===== src/hdl/aoc_pkg.sv =====
// Shared types, constants and mode codes for the alpha-over compositor.
// No dependencies; every other file of the block refers to this package.
`default_nettype none

package aoc_pkg;

    // channel full scale
    localparam int unsigned FULL      = 255;
    localparam int unsigned CH_W      = 8;
    localparam int unsigned NUM_CH    = 3;
    // blend numerator, denominator and pre-shifted divisor widths
    localparam int unsigned NUM_W     = 25;
    localparam int unsigned DEN_W     = 16;
    localparam int unsigned QBITS     = 8;
    localparam int unsigned DSH_W     = DEN_W + QBITS - 1;

    localparam logic [CH_W-1:0] CH_MAX = CH_W'(FULL);

    // how a pixel pair is handled
    localparam logic [1:0] MODE_OPAQUE = 2'd0;  // top opaque or bottom clear
    localparam logic [1:0] MODE_CLEAR  = 2'd1;  // top fully transparent
    localparam logic [1:0] MODE_BLEND  = 2'd2;  // general over blend

    typedef struct packed {
        logic [7:0] top_red;
        logic [7:0] top_green;
        logic [7:0] top_blue;
        logic [7:0] top_alpha;
        logic [7:0] bottom_red;
        logic [7:0] bottom_green;
        logic [7:0] bottom_blue;
        logic [7:0] bottom_alpha;
        logic       write_down;
    } t_in_word;

    typedef struct packed {
        logic [7:0] new_top_red;
        logic [7:0] new_top_green;
        logic [7:0] new_top_blue;
        logic [7:0] new_top_alpha;
        logic [7:0] new_bottom_red;
        logic [7:0] new_bottom_green;
        logic [7:0] new_bottom_blue;
        logic [7:0] new_bottom_alpha;
    } t_out_word;

    // state of one pixel pair inside the divider pipeline
    typedef struct packed {
        t_in_word                         pix;
        logic [1:0]                       mode;
        logic [CH_W-1:0]                  alpha;
        logic [NUM_CH-1:0]                sat;
        logic [NUM_CH-1:0][NUM_W-1:0]     rem;
        logic [NUM_CH-1:0][QBITS-1:0]     quo;
        logic [DSH_W-1:0]                 dsh;
    } t_work;

endpackage

`default_nettype wire


===== src/hdl/aoc_front.sv =====
// Front end: mode decode, products, result alpha, numerators and divisor.
// Four register stages with stall chaining; uses aoc_pkg.
`default_nettype none

module aoc_front (
    input  wire                  i_clk,
    input  wire                  i_rst_n,
    input  wire                  i_valid,
    input  aoc_pkg::t_in_word    i_word,
    output logic                 o_stall,
    output logic                 o_valid,
    output aoc_pkg::t_work       o_work,
    input  wire                  i_stall
);

    // stage 1: mode, 255-ta, ba*(255-ta), tc*ta
    logic                                         r_v1;
    aoc_pkg::t_in_word                            r_pix1;
    logic [1:0]                                   r_mode1, n_mode1;
    logic [15:0]                                  r_pba1;
    logic [aoc_pkg::NUM_CH-1:0][15:0]             r_tcta1, n_tcta1;
    logic [7:0]                                   n_inv1;

    // stage 2: alpha, tc*ta*255, bc*ba*(255-ta)
    logic                                         r_v2;
    aoc_pkg::t_in_word                            r_pix2;
    logic [1:0]                                   r_mode2;
    logic [7:0]                                   r_alpha2, n_alpha2;
    logic [aoc_pkg::NUM_CH-1:0][23:0]             r_n12, n_n12;
    logic [aoc_pkg::NUM_CH-1:0][23:0]             r_m2, n_m2;
    logic [15:0]                                  n_q255;
    logic [8:0]                                   n_asum;

    // stage 3: numerator sums and divisor
    logic                                         r_v3;
    aoc_pkg::t_in_word                            r_pix3;
    logic [1:0]                                   r_mode3;
    logic [7:0]                                   r_alpha3;
    logic [aoc_pkg::NUM_CH-1:0][aoc_pkg::NUM_W-1:0] r_num3, n_num3;
    logic [aoc_pkg::DEN_W-1:0]                    r_den3, n_den3;

    // stage 4: saturation check, divisor pre-shift
    logic                                         r_v4;
    aoc_pkg::t_work                               r_w4, n_w4;

    logic rdy1, rdy2, rdy3, rdy4;
    logic [7:0] tc [aoc_pkg::NUM_CH];
    logic [7:0] bc2 [aoc_pkg::NUM_CH];

    assign rdy4    = !r_v4 || !i_stall;
    assign rdy3    = !r_v3 || rdy4;
    assign rdy2    = !r_v2 || rdy3;
    assign rdy1    = !r_v1 || rdy2;
    assign o_stall = !rdy1;
    assign o_valid = r_v4;
    assign o_work  = r_w4;

    assign tc[0]  = i_word.top_red;
    assign tc[1]  = i_word.top_green;
    assign tc[2]  = i_word.top_blue;
    assign bc2[0] = r_pix1.bottom_red;
    assign bc2[1] = r_pix1.bottom_green;
    assign bc2[2] = r_pix1.bottom_blue;

    // stage 1 logic
    always_comb begin
        n_inv1 = aoc_pkg::CH_MAX - i_word.top_alpha;
        if (i_word.top_alpha == aoc_pkg::CH_MAX || i_word.bottom_alpha == 8'd0) begin
            n_mode1 = aoc_pkg::MODE_OPAQUE;
        end else if (i_word.top_alpha == 8'd0) begin
            n_mode1 = aoc_pkg::MODE_CLEAR;
        end else begin
            n_mode1 = aoc_pkg::MODE_BLEND;
        end
        for (int c = 0; c < aoc_pkg::NUM_CH; c++) begin
            n_tcta1[c] = 16'(tc[c] * i_word.top_alpha);
        end
    end

    // stage 2 logic: floor(p/255) = (p + 1 + (p >> 8)) >> 8 for 16-bit p
    always_comb begin
        n_q255   = r_pba1 + 16'd1 + {8'd0, r_pba1[15:8]};
        n_asum   = {1'b0, r_pix1.top_alpha} + {1'b0, n_q255[15:8]};
        n_alpha2 = n_asum[8] ? aoc_pkg::CH_MAX : n_asum[7:0];
        for (int c = 0; c < aoc_pkg::NUM_CH; c++) begin
            n_n12[c] = {r_tcta1[c], 8'd0} - {8'd0, r_tcta1[c]};
            n_m2[c]  = 24'(bc2[c] * r_pba1);
        end
    end

    // stage 3 logic
    always_comb begin
        n_den3 = {r_alpha2, 8'd0} - {8'd0, r_alpha2};
        for (int c = 0; c < aoc_pkg::NUM_CH; c++) begin
            n_num3[c] = {1'b0, r_n12[c]} + {1'b0, r_m2[c]};
        end
    end

    // stage 4 logic: quotient of 256 or more saturates
    always_comb begin
        n_w4.pix   = r_pix3;
        n_w4.mode  = r_mode3;
        n_w4.alpha = r_alpha3;
        n_w4.rem   = r_num3;
        n_w4.quo   = '0;
        n_w4.dsh   = {r_den3, {(aoc_pkg::QBITS-1){1'b0}}};
        for (int c = 0; c < aoc_pkg::NUM_CH; c++) begin
            n_w4.sat[c] = r_num3[c] >= aoc_pkg::NUM_W'({r_den3, 8'd0});
        end
    end

    // valid bits
    always_ff @(posedge i_clk) begin
        if (!i_rst_n) begin
            r_v1 <= 1'b0;
            r_v2 <= 1'b0;
            r_v3 <= 1'b0;
            r_v4 <= 1'b0;
        end else begin
            if (rdy1) r_v1 <= i_valid;
            if (rdy2) r_v2 <= r_v1;
            if (rdy3) r_v3 <= r_v2;
            if (rdy4) r_v4 <= r_v3;
        end
    end

    // payload registers
    always_ff @(posedge i_clk) begin
        if (rdy1 && i_valid) begin
            r_pix1  <= i_word;
            r_mode1 <= n_mode1;
            r_pba1  <= 16'(i_word.bottom_alpha * n_inv1);
            r_tcta1 <= n_tcta1;
        end
        if (rdy2 && r_v1) begin
            r_pix2   <= r_pix1;
            r_mode2  <= r_mode1;
            r_alpha2 <= n_alpha2;
            r_n12    <= n_n12;
            r_m2     <= n_m2;
        end
        if (rdy3 && r_v2) begin
            r_pix3   <= r_pix2;
            r_mode3  <= r_mode2;
            r_alpha3 <= r_alpha2;
            r_num3   <= n_num3;
            r_den3   <= n_den3;
        end
        if (rdy4 && r_v3) begin
            r_w4 <= n_w4;
        end
    end

endmodule

`default_nettype wire


===== src/hdl/aoc_div_stage.sv =====
// One divider stage: two restoring quotient bits for each color channel.
// Single register stage with stall chaining; uses aoc_pkg.
`default_nettype none

module aoc_div_stage (
    input  wire              i_clk,
    input  wire              i_rst_n,
    input  wire              i_valid,
    input  aoc_pkg::t_work   i_work,
    output logic             o_stall,
    output logic             o_valid,
    output aoc_pkg::t_work   o_work,
    input  wire              i_stall
);

    logic           r_v;
    aoc_pkg::t_work r_w, n_w;
    logic           rdy;

    assign rdy     = !r_v || !i_stall;
    assign o_stall = !rdy;
    assign o_valid = r_v;
    assign o_work  = r_w;

    // two compare-subtract steps, divisor halves after each
    always_comb begin
        logic [aoc_pkg::DSH_W-1:0] d;
        n_w = i_work;
        d   = i_work.dsh;
        for (int s = 0; s < 2; s++) begin
            for (int c = 0; c < aoc_pkg::NUM_CH; c++) begin
                if (n_w.rem[c] >= aoc_pkg::NUM_W'(d)) begin
                    n_w.rem[c] = n_w.rem[c] - aoc_pkg::NUM_W'(d);
                    n_w.quo[c] = {n_w.quo[c][aoc_pkg::QBITS-2:0], 1'b1};
                end else begin
                    n_w.quo[c] = {n_w.quo[c][aoc_pkg::QBITS-2:0], 1'b0};
                end
            end
            d = d >> 1;
        end
        n_w.dsh = d;
    end

    always_ff @(posedge i_clk) begin
        if (!i_rst_n) begin
            r_v <= 1'b0;
        end else if (rdy) begin
            r_v <= i_valid;
        end
    end

    always_ff @(posedge i_clk) begin
        if (rdy && i_valid) begin
            r_w <= n_w;
        end
    end

endmodule

`default_nettype wire


===== src/hdl/aoc_pack.sv =====
// Output stage: picks blend, copy or pass-through and registers the result word.
// Single register stage facing the output channel; uses aoc_pkg.
`default_nettype none

module aoc_pack (
    input  wire                 i_clk,
    input  wire                 i_rst_n,
    input  wire                 i_valid,
    input  aoc_pkg::t_work      i_work,
    output logic                o_stall,
    output logic                o_valid,
    output aoc_pkg::t_out_word  o_word,
    input  wire                 i_stall
);

    logic                 r_v;
    aoc_pkg::t_out_word   r_word, n_word;
    logic                 rdy;
    logic [31:0]          top_px, bot_px, res_px;
    logic [7:0]           ch [aoc_pkg::NUM_CH];

    assign rdy     = !r_v || !i_stall;
    assign o_stall = !rdy;
    assign o_valid = r_v;
    assign o_word  = r_word;

    // saturated channels and the blended pixel
    always_comb begin
        for (int c = 0; c < aoc_pkg::NUM_CH; c++) begin
            ch[c] = i_work.sat[c] ? aoc_pkg::CH_MAX : i_work.quo[c];
        end
    end

    assign top_px = {i_work.pix.top_red, i_work.pix.top_green,
                     i_work.pix.top_blue, i_work.pix.top_alpha};
    assign bot_px = {i_work.pix.bottom_red, i_work.pix.bottom_green,
                     i_work.pix.bottom_blue, i_work.pix.bottom_alpha};
    assign res_px = {ch[0], ch[1], ch[2], i_work.alpha};

    // result selection
    always_comb begin
        logic [31:0] nt, nb;
        nt = top_px;
        nb = bot_px;
        unique case (i_work.mode)
            aoc_pkg::MODE_OPAQUE: begin
                if (i_work.pix.write_down && i_work.pix.top_alpha != 8'd0) nb = top_px;
            end
            aoc_pkg::MODE_CLEAR: begin
                if (!i_work.pix.write_down && i_work.pix.bottom_alpha != 8'd0) nt = bot_px;
            end
            aoc_pkg::MODE_BLEND: begin
                if (i_work.pix.write_down) begin
                    nb = res_px;
                end else begin
                    nt = res_px;
                end
            end
            default: begin
                nt = top_px;
                nb = bot_px;
            end
        endcase
        n_word = {nt, nb};
    end

    always_ff @(posedge i_clk) begin
        if (!i_rst_n) begin
            r_v <= 1'b0;
        end else if (rdy) begin
            r_v <= i_valid;
        end
    end

    always_ff @(posedge i_clk) begin
        if (rdy && i_valid) begin
            r_word <= n_word;
        end
    end

endmodule

`default_nettype wire


===== src/hdl/alpha_over_compositor.sv =====
// Porter-Duff "over" compositor for a pair of non-premultiplied RGBA8 pixels.
// Takes one pixel-pair word per clock and returns one result word per clock
// while nothing stalls; each word passes through the nine register stages
// in order. The stages are four front stages (products, result alpha,
// numerators, divisor and saturation check), four restoring divider stages
// of two quotient bits each, and the output register. Each stage holds its
// word under a stall and empty stages fill up, so o_in_stall rises only once
// every stage is full and the output is held. Stateless: no configuration,
// no clearing after reset.
// Depends on aoc_pkg, aoc_front, aoc_div_stage and aoc_pack.
`default_nettype none

module alpha_over_compositor (
    input  wire                 i_clk,
    input  wire                 i_rst_n,
    input  wire                 i_in_valid,
    input  aoc_pkg::t_in_word   i_in_word,
    output logic                o_in_stall,
    output logic                o_out_valid,
    output aoc_pkg::t_out_word  o_out_word,
    input  wire                 i_out_stall
);

    localparam int unsigned DIV_STAGES = aoc_pkg::QBITS / 2;

    aoc_pkg::t_work w [DIV_STAGES+1];
    logic           v [DIV_STAGES+1];
    logic           s [DIV_STAGES+1];

    // front end
    aoc_front u_front (
        .i_clk   (i_clk),
        .i_rst_n (i_rst_n),
        .i_valid (i_in_valid),
        .i_word  (i_in_word),
        .o_stall (o_in_stall),
        .o_valid (v[0]),
        .o_work  (w[0]),
        .i_stall (s[0])
    );

    // divider pipeline
    for (genvar k = 0; k < DIV_STAGES; k++) begin : g_div
        aoc_div_stage u_div (
            .i_clk   (i_clk),
            .i_rst_n (i_rst_n),
            .i_valid (v[k]),
            .i_work  (w[k]),
            .o_stall (s[k]),
            .o_valid (v[k+1]),
            .o_work  (w[k+1]),
            .i_stall (s[k+1])
        );
    end

    // output register
    aoc_pack u_pack (
        .i_clk   (i_clk),
        .i_rst_n (i_rst_n),
        .i_valid (v[DIV_STAGES]),
        .i_work  (w[DIV_STAGES]),
        .o_stall (s[DIV_STAGES]),
        .o_valid (o_out_valid),
        .o_word  (o_out_word),
        .i_stall (i_out_stall)
    );

endmodule

`default_nettype wire


===== config.mk =====
export PLATFORM = sky130hd
export DESIGN_NAME = alpha_over_compositor
export DESIGN_NICKNAME = d
export VERILOG_FILES = /design/src/hdl/aoc_pkg.sv /design/src/hdl/aoc_front.sv /design/src/hdl/aoc_div_stage.sv /design/src/hdl/aoc_pack.sv /design/src/hdl/alpha_over_compositor.sv
export SDC_FILE = /design/constraint.sdc
export NUM_CORES = 2
export LEC_CHECK = 0
export BUFFER_PORTS_ARGS = -buffer_cell sky130_fd_sc_hd__buf_2
export CAP_MARGIN = 20
export CORE_ASPECT_RATIO = 1.4
export CORE_MARGIN = 1
export CORE_UTILIZATION = 60
export DETAILED_ROUTE_END_ITERATION = 10
export HOLD_SLACK_MARGIN = 0.05
export PLACE_DENSITY = 0.8
export SETUP_SLACK_MARGIN = 0.02
export SYNTH_ARGS = -nofsm -noshare
export SYNTH_HDL_FRONTEND = slang
export SYNTH_SLANG_ARGS = --single-unit

===== constraint.sdc =====
create_clock -name i_clk -period 32.4 [get_ports i_clk]
set_input_delay 6.48 -clock i_clk [delete_from_list [all_inputs] [get_ports i_clk]]
set_output_delay 6.48 -clock i_clk [all_outputs]
set_load 0.005 [all_outputs]

==> reports/qor.yml <==
sequentialPowerShare_pct: 29.3
min_path_type: "register to register"
hold_violations: 0
cts_setup_buffers: 0
skew_ns: 0.0702
drv_cap: 0
synth_top_flop_cell: "edfxtp_1"
syn-cell-area_um2: 93600
worstPathArrival_ns: 8.64
ys_seq_area_share_pct: 44.7
routed_wl_um: 237000
cts_htree_levels: 4
avgSynthCellArea_um2: 11.1
clk_pin_slew_ns: 0.07
n_fill_cell: 11600
grt.overflow.total: 0
areaGrowthSynthToFinish_pct: 8.27
grt_start_max_net_pins: 162
ys_top_cells_by_count: "edfxtp_1, ha_1, inv_1"
slew_headroom_pct: 26.2
vias_per_cell: 6.02
swShare_pct: 39.5
clock-sinks: 1398
cts.hold.buffers_added: 0
final_antenna_net_count: 0
critical_path_class: "input port to output pin"
status: "completed"
ctsResizeCount: 0
fmaxAchievable_mhz: 66.1
yosysTopAreaCell: "edfxtp_1"
seqCellArea_um2: 41900
p_sw_uw: 3410
wl_per_cell_um: 22.1
track_usage_pct: 30.1
synth-edff-count: 1389
gp_congestion: 0.984
rsz0062_at_grt: "no"
setup.worst_path.start_class: "input port"
ctsRootBufferMaster: "clkbuf_16"
die_y_um: 469
cts_tree: "yes"
met3WireLength_um: 12600
syn_nets: 9716
start_util_pct: 60.4
clock_latency_ns: 0.80
cts_buffer_depth: 3
p_leak_uw: 0.0410
clockPowerShare_pct: 18.1
ioPinCount: 135
tns_ns: 0
cp_max_fo: 6
drt_iter0_drc: 4561
dieArea_um2: 158000
cp-end-kind: "output pin"
synth_most_common_cell: "edfxtp_1"
drc: 0
nets: 9862
setup_slack_ns: 17.28
vias: 64600
drv_slew: 0
die_w_um: 336
layout-drive-gt1-share_pct: 7.16
coreArea_um2: 155000
cts_buffers: 133
antenna_found_initial: 11
setup_viol: 0
netlist_top_cells_area: "edfxtp_1, ha_1, fa_1"
synthCells: 8400
synth.distinct_cells: 86
dr.max_layer_used: "met4"
multi_input_area_um2: 48100
grt_pass1_wl_um: 362000
drt-met1-wl_um: 84400
num_rows: 171
tightest_slew_ns: 1.09
pre_cts_ws_ns: 17.39
drtPass1Iterations: 6
irDropWorstVdd_mv: 0.188
post-route-util_pct: 65.4
combinationalPowerShare_pct: 52.6
synth_top_area_share_pct: 44.5
first_global_vias: 65400
wl_met2_um: 119000
power.internal_uw: 5230
synth-async-reset-ratio_pct: 0
worstPathRequired_ns: 25.92
power_density_nw_per_um2: 85.3
yosys_warnings: 0
io_buffers: 134
min_period_ns: 15.12
post-route-period-util_pct: 46.7
dp_hpwl_um: 178000
postSynthRegisterBits: 1398
logic make-up (layout without fill, tap and decap cells):
logic type | count (synthesis) | count (layout) | share of synthesized area [%]
compound gates | 1742 | 1742 | 11.9
xor+xnor | 535 | 535 | 5.00
fa+ha+maj | 1247 | 1247 | 20.0
buf+inv | 985 | 1236 | 3.98
flops | 1398 | 1398 | 44.7
mux | 150 | 150 | 1.77
other cells | 0 | 6 | 0
simple gates | 2343 | 2343 | 12.5
final timing paths:
path | startpoint | endpoint | slack, ns | cells after the start
max | i_out_stall | o_in_stall | 17.28 | 7
min | u_front.r_alpha3[4] | u_front.o_work[129] | 0.41 | 0
max reg2reg | g_div[1].u_div.o_work[4] | g_div[2].u_div.o_work[67] | 24.43 | 24
min reg2reg | u_front.r_alpha3[4] | u_front.o_work[129] | 0.41 | 0
metrics by stage:
step / hold WS, ns / cells / total power (uW) / cell area (um2)
finish: 0.409 / 10700 / 8650 / 101000
CTS: 0.396 / 10700 / 8660 / 101000
global route: 0.411 / 10700 / 9270 / 101000
global placement: 0.401 / 10500 / 6880 / 96900
detailed placement: 0.405 / 10500 / 7060 / 96900
floorplan: 0.400 / 8400 / 5950 / 93600
registers in the layout, indices dropped and copies added, names as in the netlist, 4 cells and up:
name                 cells
u_pack.o_word           64
u_front.r_n12           72
u_front.r_pix1          41
u_front.r_pba1          16
u_front.r_den3          16
u_front.r_tcta1         48
u_front.r_pix2          65
u_front.r_alpha2         8
u_front.r_m2            72
u_front.n_w4           140
g_div.u_div.o_valid      4
u_front.r_alpha3         7
g_div.u_div.o_work     642
u_front.bc2             24
u_front.o_work         168
worst max-delay path, stage by stage:
cell	delay, ns
buf_2	0.14
and3_1	0.38
and3_1	0.47
nand3_1	0.17
nor2_1	0.49
and3_1	0.34
buf_2	0.15
area by class of cell:
class | count | share of cell area [%]
Multi-Input combinational cell | 6017 | 47.5
Sequential cell | 1398 | 41.3
Clock buffer | 162 | 3.44
Inverter | 771 | 2.85
Tap cell | 2076 | 2.56
Timing Repair Buffer | 225 | 1.41
Clock inverter | 78 | 0.910
Antenna cell | 6 | 0.0148
power groups by stage:
stage | Combinational [uW] | Clock [uW] | Sequential, uW
after global placement | 4320 | 0 | 2560
after floorplan | 3440 | 0 | 2520
after global routing | 5090 | 1650 | 2540
after CTS | 4540 | 1590 | 2530
final | 4550 | 1560 | 2530
after detailed placement | 4490 | 0 | 2570
per-layer routing:
layer	track usage (%)	vias to the layer above
met1	32.7	31300
met3	4.09	768
li1	-	30300
met2	52.6	2369
met5	0	-
met4	23.7	0
cells in the final DEF, fill, tap and decap left out, drive strengths merged, types with 79 or more instances in the layout:
master	count
a21o	198
a21oi	541
and2	398
buf	225
clkbuf	162
edfxtp	1389
fa	421
ha	826
inv	776
mux2	126
nand2	637
nand2b	123
nand3	97
nand4	79
nor2	501
nor2b	140
nor3	120
o21a	93
o21ai	382
xnor2	396
xor2	139
Power figures use the tool's default switching activity.
